## config.mk

```make
export PLATFORM = sky130hd
export DESIGN_NAME = insertion_sort_engine_flat
export DESIGN_NICKNAME = d
export VERILOG_FILES = /design/src/hdl/ise_pkg.sv /design/src/hdl/ise_if.sv /design/src/hdl/insertion_sort_engine.sv /design/src/hdl/ise_store.sv /design/src/flat_wrapper.sv
export SDC_FILE = /design/constraint.sdc
export NUM_CORES = 2
export LEC_CHECK = 0
export BUFFER_PORTS_ARGS = -buffer_cell sky130_fd_sc_hd__buf_2
export CAP_MARGIN = 20
export CELL_PAD_IN_SITES_DETAIL_PLACEMENT = 1
export CELL_PAD_IN_SITES_GLOBAL_PLACEMENT = 2
export CORE_UTILIZATION = 49
export DETAILED_ROUTE_END_ITERATION = 10
export MAX_ROUTING_LAYER = met4
export PLACE_DENSITY = 0.9
export SYNTH_ARGS = -nofsm -noshare
export SYNTH_HDL_FRONTEND = slang
export SYNTH_SLANG_ARGS = --single-unit
```

## constraint.sdc

```tcl
create_clock -name clk -period 12.3 [get_ports clk]
set_input_delay 2.46 -clock clk [delete_from_list [all_inputs] [get_ports clk]]
set_output_delay 2.46 -clock clk [all_outputs]
set_load 0.02 [all_outputs]
```

## src/hdl/ise_pkg.sv

```systemverilog
`timescale 1ns / 1ps

package ise_pkg;

    localparam int DATA_W    = 32;
    localparam int DEPTH_DEF = 64;

    typedef logic signed [DATA_W-1:0] value_t;

endpackage

```

## src/hdl/ise_if.sv

```systemverilog
`timescale 1ns / 1ps

interface ise_in_if import ise_pkg::*; ();

    logic   valid;
    logic   ready;
    value_t value;
    logic   last;

    modport source (output valid, output value, output last, input ready);
    modport sink   (input valid, input value, input last, output ready);

endinterface

interface ise_out_if import ise_pkg::*; ();

    logic   valid;
    logic   ready;
    value_t value_res;
    logic   last_res;
    logic   dropped;

    modport source (output valid, output value_res, output last_res, output dropped,
                    input ready);
    modport sink   (input valid, input value_res, input last_res, input dropped,
                    output ready);

endinterface

```

## src/hdl/insertion_sort_engine.sv

```systemverilog
`timescale 1ns / 1ps

// Insertion sort of one set of signed 32-bit words. Each input word is placed
// into a sorted single-port-write store by walking down from the top entry and
// moving every strictly larger entry up one place, one entry per cycle, so the
// block is not ready while the walk runs; a word into an empty or a full
// store needs no walk. Equal values keep arrival order. After the word marked
// last the store is read out in ascending order, the final one marked, and
// the store is emptied. Words arriving at a full store are discarded and
// every output word of that set then carries dropped. Input is taken again
// as soon as the final output word is loaded into the output register.
module insertion_sort_engine import ise_pkg::*; #(
    parameter int DEPTH = DEPTH_DEF
) (
    input  logic            clk,
    input  logic            rst_n,
    ise_in_if.sink          items,
    ise_out_if.source       results
);

    localparam int AW = $clog2(DEPTH);
    localparam int CW = $clog2(DEPTH + 1);

    typedef enum logic [1:0] {
        S_IDLE,
        S_SHIFT,
        S_EMIT_RD,
        S_EMIT_LD
    } state_t;

    state_t          state_reg, state_next;
    logic [CW-1:0]   fill_reg, fill_next;
    logic            ovf_reg, ovf_next;
    logic [AW-1:0]   pos_reg, pos_next;
    logic [AW-1:0]   idx_reg, idx_next;
    value_t          val_reg, val_next;
    logic            last_reg, last_next;
    logic            out_valid_reg, out_valid_next;
    value_t          out_value_reg, out_value_next;
    logic            out_last_reg, out_last_next;
    logic            out_drop_reg, out_drop_next;

    logic            we;
    logic [AW-1:0]   waddr;
    value_t          wdata;
    logic [AW-1:0]   raddr;
    value_t          rdata;

    logic            full;
    logic            slot_free;
    logic            final_word;

    ise_store #(
        .DEPTH (DEPTH),
        .AW    (AW)
    ) u_store (
        .clk   (clk),
        .we    (we),
        .waddr (waddr),
        .wdata (wdata),
        .raddr (raddr),
        .rdata (rdata)
    );

    assign full       = (fill_reg == CW'(DEPTH));
    assign slot_free  = !out_valid_reg || results.ready;
    assign final_word = ((CW'(idx_reg) + CW'(1)) == fill_reg);

    assign items.ready       = (state_reg == S_IDLE);
    assign results.valid     = out_valid_reg;
    assign results.value_res = out_value_reg;
    assign results.last_res  = out_last_reg;
    assign results.dropped   = out_drop_reg;

    always_comb
    begin
        state_next     = state_reg;
        fill_next      = fill_reg;
        ovf_next       = ovf_reg;
        pos_next       = pos_reg;
        idx_next       = idx_reg;
        val_next       = val_reg;
        last_next      = last_reg;
        out_valid_next = out_valid_reg;
        out_value_next = out_value_reg;
        out_last_next  = out_last_reg;
        out_drop_next  = out_drop_reg;
        we             = 1'b0;
        waddr          = pos_reg;
        wdata          = val_reg;
        raddr          = idx_reg;

        if (out_valid_reg && results.ready)
        begin
            out_valid_next = 1'b0;
        end

        case (state_reg)
            S_IDLE:
            begin
                raddr = fill_reg[AW-1:0] - AW'(1);
                if (items.valid)
                begin
                    val_next  = items.value;
                    last_next = items.last;
                    pos_next  = fill_reg[AW-1:0];
                    idx_next  = '0;
                    if (full)
                    begin
                        // drop
                        ovf_next   = 1'b1;
                        state_next = items.last ? S_EMIT_RD : S_IDLE;
                    end
                    else if (fill_reg == '0)
                    begin
                        we         = 1'b1;
                        waddr      = '0;
                        wdata      = items.value;
                        fill_next  = fill_reg + CW'(1);
                        state_next = items.last ? S_EMIT_RD : S_IDLE;
                    end
                    else
                    begin
                        state_next = S_SHIFT;
                    end
                end
            end
            S_SHIFT:
            begin
                raddr = pos_reg - AW'(2);
                we    = 1'b1;
                waddr = pos_reg;
                if (pos_reg != '0 && $signed(rdata) > $signed(val_reg))
                begin
                    // move the larger entry up
                    wdata    = rdata;
                    pos_next = pos_reg - AW'(1);
                end
                else
                begin
                    wdata      = val_reg;
                    fill_next  = fill_reg + CW'(1);
                    idx_next   = '0;
                    state_next = last_reg ? S_EMIT_RD : S_IDLE;
                end
            end
            S_EMIT_RD:
            begin
                state_next = S_EMIT_LD;
            end
            S_EMIT_LD:
            begin
                if (slot_free)
                begin
                    out_valid_next = 1'b1;
                    out_value_next = rdata;
                    out_last_next  = final_word;
                    out_drop_next  = ovf_reg;
                    if (final_word)
                    begin
                        fill_next  = '0;
                        ovf_next   = 1'b0;
                        state_next = S_IDLE;
                    end
                    else
                    begin
                        idx_next   = idx_reg + AW'(1);
                        state_next = S_EMIT_RD;
                    end
                end
            end
            default:
            begin
                state_next = S_IDLE;
            end
        endcase
    end

    always_ff @(posedge clk or negedge rst_n)
    begin
        if (!rst_n)
        begin
            state_reg     <= S_IDLE;
            fill_reg      <= '0;
            ovf_reg       <= 1'b0;
            pos_reg       <= '0;
            idx_reg       <= '0;
            last_reg      <= 1'b0;
            out_valid_reg <= 1'b0;
        end
        else
        begin
            state_reg     <= state_next;
            fill_reg      <= fill_next;
            ovf_reg       <= ovf_next;
            pos_reg       <= pos_next;
            idx_reg       <= idx_next;
            last_reg      <= last_next;
            out_valid_reg <= out_valid_next;
        end
    end

    always_ff @(posedge clk)
    begin
        val_reg       <= val_next;
        out_value_reg <= out_value_next;
        out_last_reg  <= out_last_next;
        out_drop_reg  <= out_drop_next;
    end

    a_fill_bound: assert property (@(posedge clk) disable iff (!rst_n)
        fill_reg <= CW'(DEPTH))
        else $error("fill count beyond store depth");

    a_pos_bound: assert property (@(posedge clk) disable iff (!rst_n)
        state_reg == S_SHIFT |-> CW'(pos_reg) < fill_reg + CW'(1) && !full)
        else $error("insert position outside filled range");

    a_set_clear: assert property (@(posedge clk) disable iff (!rst_n)
        state_reg == S_EMIT_LD && slot_free && final_word
        |=> fill_reg == '0 && !ovf_reg && results.valid && results.last_res)
        else $error("store not emptied after final word");

    a_emit_nonempty: assert property (@(posedge clk) disable iff (!rst_n)
        state_reg == S_EMIT_RD |-> fill_reg != '0 && CW'(idx_reg) < fill_reg)
        else $error("read-out index outside filled range");

endmodule

```

## src/hdl/ise_store.sv

```systemverilog
`timescale 1ns / 1ps

module ise_store import ise_pkg::*; #(
    parameter int DEPTH = DEPTH_DEF,
    parameter int AW    = $clog2(DEPTH)
) (
    input  logic          clk,
    input  logic          we,
    input  logic [AW-1:0] waddr,
    input  value_t        wdata,
    input  logic [AW-1:0] raddr,
    output value_t        rdata
);

    value_t mem [DEPTH];

    always_ff @(posedge clk)
    begin
        if (we)
        begin
            mem[waddr] <= wdata;
        end
        rdata <= mem[raddr];
    end

endmodule

```

## src/flat_wrapper.sv

```systemverilog
// flat-port wrapper written by rule: the top's interface ports become plain ports
module insertion_sort_engine_flat import ise_pkg::*;
#(
    parameter int DEPTH = DEPTH_DEF
)
  (clk, rst_n, items_valid, items_value, items_last, items_ready, results_valid, results_value_res, results_last_res, results_dropped, results_ready);
  ise_in_if items_i ();
  ise_out_if results_i ();
  input  logic clk;
  input  logic rst_n;
  input wire logic [$bits(items_i.valid)-1:0] items_valid;
  input wire logic [$bits(items_i.value)-1:0] items_value;
  input wire logic [$bits(items_i.last)-1:0] items_last;
  output wire logic [$bits(items_i.ready)-1:0] items_ready;
  output wire logic [$bits(results_i.valid)-1:0] results_valid;
  output wire logic [$bits(results_i.value_res)-1:0] results_value_res;
  output wire logic [$bits(results_i.last_res)-1:0] results_last_res;
  output wire logic [$bits(results_i.dropped)-1:0] results_dropped;
  input wire logic [$bits(results_i.ready)-1:0] results_ready;
  assign items_i.valid = items_valid;
  assign items_i.value = items_value;
  assign items_i.last = items_last;
  assign items_ready = items_i.ready;
  assign results_valid = results_i.valid;
  assign results_value_res = results_i.value_res;
  assign results_last_res = results_i.last_res;
  assign results_dropped = results_i.dropped;
  assign results_i.ready = results_ready;
  insertion_sort_engine #(.DEPTH(DEPTH)) u_core (.clk(clk), .rst_n(rst_n), .items(items_i), .results(results_i));
endmodule
```

## Word-level counts from Yosys, hierarchy flattened

Memories as Yosys holds them, arrays and structs flattened. A register that Yosys moved wholly into a read port is not among the register bits.
Index checks and enable logic that the tools add are counted.

- Add/sub/neg operators: 6
- $lt $le $gt $ge: 1
- Equal/unequal tests: 14
- Multiplexer cells: 48
- Reductions and logical operators: 17

Operator list:

| kind | number |
|---|---|
| 2-to-1 mux 32 bit | 4 |
| one-hot mux 32 bit (2 select lines) | 1 |
| 2-to-1 mux 6 bit | 10 |
| 2-to-1 mux 7 bit | 6 |
| > comparator 32 bit | 1 |
| one-hot mux 6 bit (2 select lines) | 2 |
| one-hot mux 7 bit (3 select lines) | 1 |
| one-hot mux 6 bit (3 select lines) | 1 |
| 2-to-1 mux 2 bit | 8 |
| 2-to-1 mux 1 bit | 12 |
| subtractor 6 x 1 -> 6 bit (second input constant) | 2 |
| != test 2 x 1 -> 1 bit (second input constant) | 5 |
| AND reduction 5 bit | 2 |
| != test 2 bit (second input constant) | 4 |
| one-hot mux 2 bit (4 select lines) | 1 |
| adder 6 x 1 -> 7 bit (second input constant) | 1 |
| adder 7 x 1 -> 7 bit (second input constant) | 1 |
| == test 7 bit | 1 |
| == test 7 bit (second input constant) | 1 |
| zero test 7 bit | 1 |
| AND reduction 7 bit | 1 |
| adder 6 x 1 -> 6 bit (second input constant) | 1 |
| AND reduction 3 bit | 2 |
| nonzero test 6 bit | 1 |
| 11 further kinds | 16 |

- Register bits: 90
- Memory bits (writable): 2048
- Input bits: 37
- Output and inout bits: 36
- Word-level logic and storage cells: 98
- Memories: 1

Memory list:

| memory | depth | width | read ports | clocked after Yosys merged registers in | write ports | RTL line | RTL |
|---|---|---|---|---|---|---|---|
| u_core.u_store.mem | 64 | 32 | 1 | 1 | 1 | ise_store.sv:15 | `value_t mem [DEPTH];` |

## Depth between registers and ports, before layout

- Depth after elaboration: 7
- Depth in mapped cells: 15

## Modules after synthesis

From an unflattened synthesis, not the netlist that was laid out.

- Cells, all modules: 3825
- Area, all modules: 83824.1 µm²

Modules (own cells, without submodules):

| module | times used | cells each | area each (µm²) | sequential area each (µm²) |
|---|---|---|---|---|
| ise_store | 1 | 3324 | 78515.3 | 62139.6 |
| insertion_sort_engine | 1 | 501 | 5308.8 | 2582.5 |

## Worst setup path after synthesis

OpenSTA, ideal clock, no wires.

- Path kind: input to register
- From: input items_valid
- To: memory u_core.u_store.mem[0][12] in the netlist's numbering, data pin
- Setup time: 0.740 ns
- Data arrival time: 6.332 ns
- Setup slack: 5.229 ns
- Stages: 5
- Path buffers: 1
- Path through: nand2_1 nor3_1 clkbuf_1 nor2_1 a221oi_1

- Word-level cells in the longest chain between the ends: 2

Ends and longest elaborated chain:

| what | RTL line | RTL |
|---|---|---|
| start, declared | flat_wrapper.sv:11 | `input wire logic [$bits(items_i.valid)-1:0] items_valid;` |
| 2-to-1 mux 32 bit | insertion_sort_engine.sv:102 | `if (items.valid)` |
| one-hot mux 32 bit (2 select lines) | insertion_sort_engine.sv:98 | `case (state_reg)` |
| via u_core.u_store.wdata[12] | ise_store.sv:10 | `input value_t wdata,` |
| end, declared | ise_store.sv:15 |  |

The timed path passes the listed nets, and every way through them passes these cells.

## Worst setup path in the final report

- From: register u_core.state_reg[0]
- To: register u_core.u_store.rdata[16], read port of u_core.u_store.mem

- Word-level cells in the longest chain between the ends: 2

Ends and longest elaborated chain:

| what | RTL line | RTL |
|---|---|---|
| start, declared | insertion_sort_engine.sv:31 | `state_t state_reg, state_next;` |
| start signal, assigned | insertion_sort_engine.sv:193 | `state_reg <= state_next;` |
| == test 2 x 1 -> 1 bit or zero test 2 bit (tied branches) | insertion_sort_engine.sv:98 |  |
| one-hot mux 6 bit (2 select lines) (*) | insertion_sort_engine.sv:98 |  |
| end, declared | ise_store.sv:12 | `output value_t rdata` |

Every way passes the cells marked *; elsewhere a longest branch is shown, timed or not.
A chain may end at the register's enable or synchronous reset.

==> impl_summary.log <==
[metrics] top-count cell post-synth: sky130_fd_sc_hd__edfxtp_1
[metrics] flip-flop and latch count after synthesis: roughly 2,200
[metrics] violation count after the first detailed-route iteration: between 8,000 and 9,000
[metrics] average wire per cell in the routed design: about 32 um
[metrics] aggregate routed wire length: ~290,000 um
[metrics] failing checks: max-slew violations
[metrics] Max-slew headroom: -0.07917%
[metrics] syn nets: between 6,000 and 7,000
[metrics] Yosys warning total: 0
[metrics] post-layout net count: between 6,000 and 7,000
[metrics] global route total overflow: 0
[metrics] drc violations: 0
[metrics] cell type contributing the most total cell area after synthesis: sky130_fd_sc_hd__edfxtp_1
[metrics] final estimated routing congestion in global placement: 0.9144
[metrics] status: finished, violations left
[metrics] cell chosen for the clock root: sky130_fd_sc_hd__clkbuf_16
[metrics] mean area per synthesized cell: about 13 sq um
[metrics] TritonCTS clock tree: yes
[metrics] Worst setup EP type: flip-flop
[metrics] worst setup margin: roughly 6.6 ns
[metrics] sequential cell area fraction in the yosys report: 74.91%
[metrics] register name with the most flops: u_core.u_store.mem
[metrics] r2r endpoint: u_core.u_store.rdata[16]
[metrics] R2R Path Start: u_core.state_reg[0]
[metrics] worst hold endpoint: u_core.results.dropped
[metrics] horizontal extent of the die: roughly 420 um
[metrics] critical path peak fanout: roughly 110
[metrics] deepest clock path buffer count: 3
[metrics] maximum number of pins on one net before global-route repair: ~150
[metrics] synthesized instance count: approximately 6,500
[metrics] via total after detailed routing: a little under 60,000
[metrics] number of gates resized after cts: 0
[metrics] number of sinks on the clock net: ~2,200
[metrics] number of fill cells: between 15,000 and 20,000
[metrics] count of TritonRoute iterations in the first routing pass: 8
[metrics] path category of the worst min-delay check: reg2reg
[metrics] total of endpoints with negative setup slack in the final report: 0
[metrics] fin. max-slew vios: 1
[metrics] cells on worst reg2reg path: 9
[metrics] Async SR Flop Fraction: roughly 1.1%
[metrics] post-placement cell count: between 8,000 and 9,000
[metrics] Worst EP arrival: 6.31 ns
[metrics] Area growth syn-to-layout: 12.42%
[metrics] worst hold slack: between 0.4 and 0.5 ns
[metrics] type of the worst setup path: reg2reg
[metrics] Slowest cell on crit path: sky130_fd_sc_hd__a221oi_1
[metrics] fraction of final layout cells sized beyond drive strength 1: under 10%
[metrics] Req. time, crit path: between 10 and 15 ns
[metrics] EDFF count, synth: 2,114
[metrics] post-synth cell types: 66
[metrics] number of global-route vias before repair: ~58,000
[metrics] insertion delay to the later sink of the worst-skew pair: about 0.86 ns
[metrics] Detail Route Antenna Nets: 0
[metrics] port bufs: 72
[metrics] Largest register FFs: a little over 2,000
[metrics] flop-to-flop setup slack: ~6.6 ns
[metrics] detailed placement HPWL: roughly 170,000 um
[metrics] Initial Utilization: between 40% and 50%
[metrics] combined buffer and inverter count along the critical path: 3
[metrics] Inserted Clock Buffers: roughly 210
[metrics] Worst setup SP type: flip-flop
[metrics] portion of the clock cycle consumed by the worst path in the final layout: a little under half
[metrics] leading cell types by count after synthesis: 2,114 x sky130_fd_sc_hd__edfxtp_1, 1,848 x sky130_fd_sc_hd__nand2_1, 896 x sky130_fd_sc_hd__nand3_1
[metrics] all-layer global routing usage: 32.98%
[metrics] max-cap violation count: 0
[metrics] register clock-pin slew on the reported worst setup and hold paths: 0.06 ns
[metrics] antenna violations before repair: 27
[metrics] number of H-tree levels: 4
[metrics] number of hold violations in the final report: 0
[metrics] largest clock skew in the final design: around 0.036 ns
[metrics] area of the multi-input gates: about 21,000 sq um
[metrics] overall die height: around 420 um
[metrics] RSZ-0062 raised after global routing: false
[metrics] setup TNS: 0 ns
[metrics] count of placed standard cells in the final layout, fillers left out: ~9,000
[metrics] maximum operating frequency: 176.3 MHz
[metrics] main area contributors after synthesis: sky130_fd_sc_hd__edfxtp_1 73%, sky130_fd_sc_hd__nand2_1 8.0%, sky130_fd_sc_hd__nand3_1 5.2%, sky130_fd_sc_hd__mux2i_1 2.2%, sky130_fd_sc_hd__clkbuf_1 1.1%
[metrics] number of placement rows: around 150
[metrics] Hold Path Depth: 0
[metrics] combined area of all synthesized cells: around 86,000 sq um
[metrics] sequential cell area in the final layout: roughly 65,000 sq um
[metrics] post-synth top area share: between 70 and 80%
[metrics] Hold Startpoint: u_core.ovf_reg
[metrics] worst setup timing slack at the placement stage: approximately 6.3 ns
[metrics] global-route wire length before repair: roughly 410,000 um
[metrics] die area: 178,000 sq um
[metrics] maximum single-stage delay on the critical path: 1.31 ns
[metrics] crit path cell chain: nor2_1 -> o31ai_4 -> buf_12 -> buf_4 -> buf_4 -> and3_1 -> a31oi_1 -> a221oi_1 -> o221ai_1
[metrics] cell repeated most along the worst path: sky130_fd_sc_hd__buf_4
[metrics] category of cells accounting for the largest share of critical-path delay: compound AO/OA/AOI/OAI gates
[metrics] shortest period the worst path allows: roughly 5.7 ns
[metrics] routed via count divided by cell count: between 6 and 7
[metrics] placeable core region: 174,600 sq um
[metrics] prevailing post-synth register cell: sky130_fd_sc_hd__edfxtp_1
[metrics] slew at the pin closest to its max-slew limit: around 1.5 ns
[metrics] Hold-fix buffers, CTS: 0
[metrics] Ports: 73
[metrics] number of buffers inserted to repair setup after CTS: 0
how the worst max path moves through the flow:
stage	start	end	cells after the start
6_report	u_core.state_reg[0]	u_core.u_store.rdata[16]	9
5_1_grt	u_core.state_reg[0]	u_core.u_store.rdata[16]	10
4_1_cts	u_core.state_reg[0]	u_core.u_store.rdata[16]	10
3_5_place_dp	items_valid	u_core.u_store.mem[58][17]	5
3_3_place_gp	items_valid	u_core.u_store.mem[16][28]	6
2_1_floorplan	items_valid	u_core.u_store.mem[0][12]	5
cells in the final DEF, fill, tap and decap left out, types with 39 or more instances in the layout:
cell and instances:
sky130_fd_sc_hd__buf_4 71, sky130_fd_sc_hd__nor2_4 69, sky130_fd_sc_hd__a31oi_1 119, sky130_fd_sc_hd__clkbuf_16 214, sky130_fd_sc_hd__clkbuf_1 43, sky130_fd_sc_hd__clkinv_1 59
sky130_fd_sc_hd__and3_1 141, sky130_fd_sc_hd__a32oi_1 91, sky130_fd_sc_hd__a21oi_1 85, sky130_fd_sc_hd__buf_2 72, sky130_fd_sc_hd__mux2i_1 193, sky130_fd_sc_hd__clkinv_2 40
sky130_fd_sc_hd__nor3_1 39, sky130_fd_sc_hd__nor2_1 59, sky130_fd_sc_hd__nand3_1 894, sky130_fd_sc_hd__nand2_1 1843, sky130_fd_sc_hd__inv_1 42, sky130_fd_sc_hd__edfxtp_1 2114
per-stage QoR:
step | instance area, sq um | utilization (%)
after floorplan | 86410 | -
after global placement | 89610 | 51.33
after detailed placement | 89810 | 51.44
after CTS | 96470 | 55.25
after global routing | 97130 | 55.63
final | 97140 | 55.64
cell type report:
type / count / area share [%]
sequential: 2170 / 66.63
multi-input combinational: 3865 / 21.29
clock buffer: 263 / 5.764
tap: 2325 / 2.995
timing repair buffer: 192 / 2.033
clock inverter: 127 / 1.088
inverter: 43 / 0.1662
antenna: 15 / 0.03864
worst register-to-register path, delay by kind of cell, from the launching register on:
kind	cells	cell delay, ns
simple gates	2	0.54
buf+inv	3	2.03
flops	1	0.81
compound gates	4	2.08
per-layer routing:
| metal | share of wire (%) | track usage [%] | vias to the layer above |
|---|---|---|---|
| met5 | 0 | - | - |
| met2 | 47 | 50.15 | 3254 |
| met4 | 6.6 | 19.51 | 0 |
| met1 | 37 | 40.95 | 29670 |
| met3 | 10 | 6.840 | 719 |
| li1 | - | - | 23980 |
logic make-up after synthesis:
logic type      Yosys count  synth area share, %
mux                     196                2.273
buf+inv                 465                2.260
simple gates           3104                15.45
compound gates          513                4.418
flops                  2170                74.91
fa+ha+maj                38               0.5503
xor+xnor                 14               0.1419
Power is left out: the tool's default activity adds up to more than one toggle a clock period on the data nets, which glitch-free logic cannot reach.
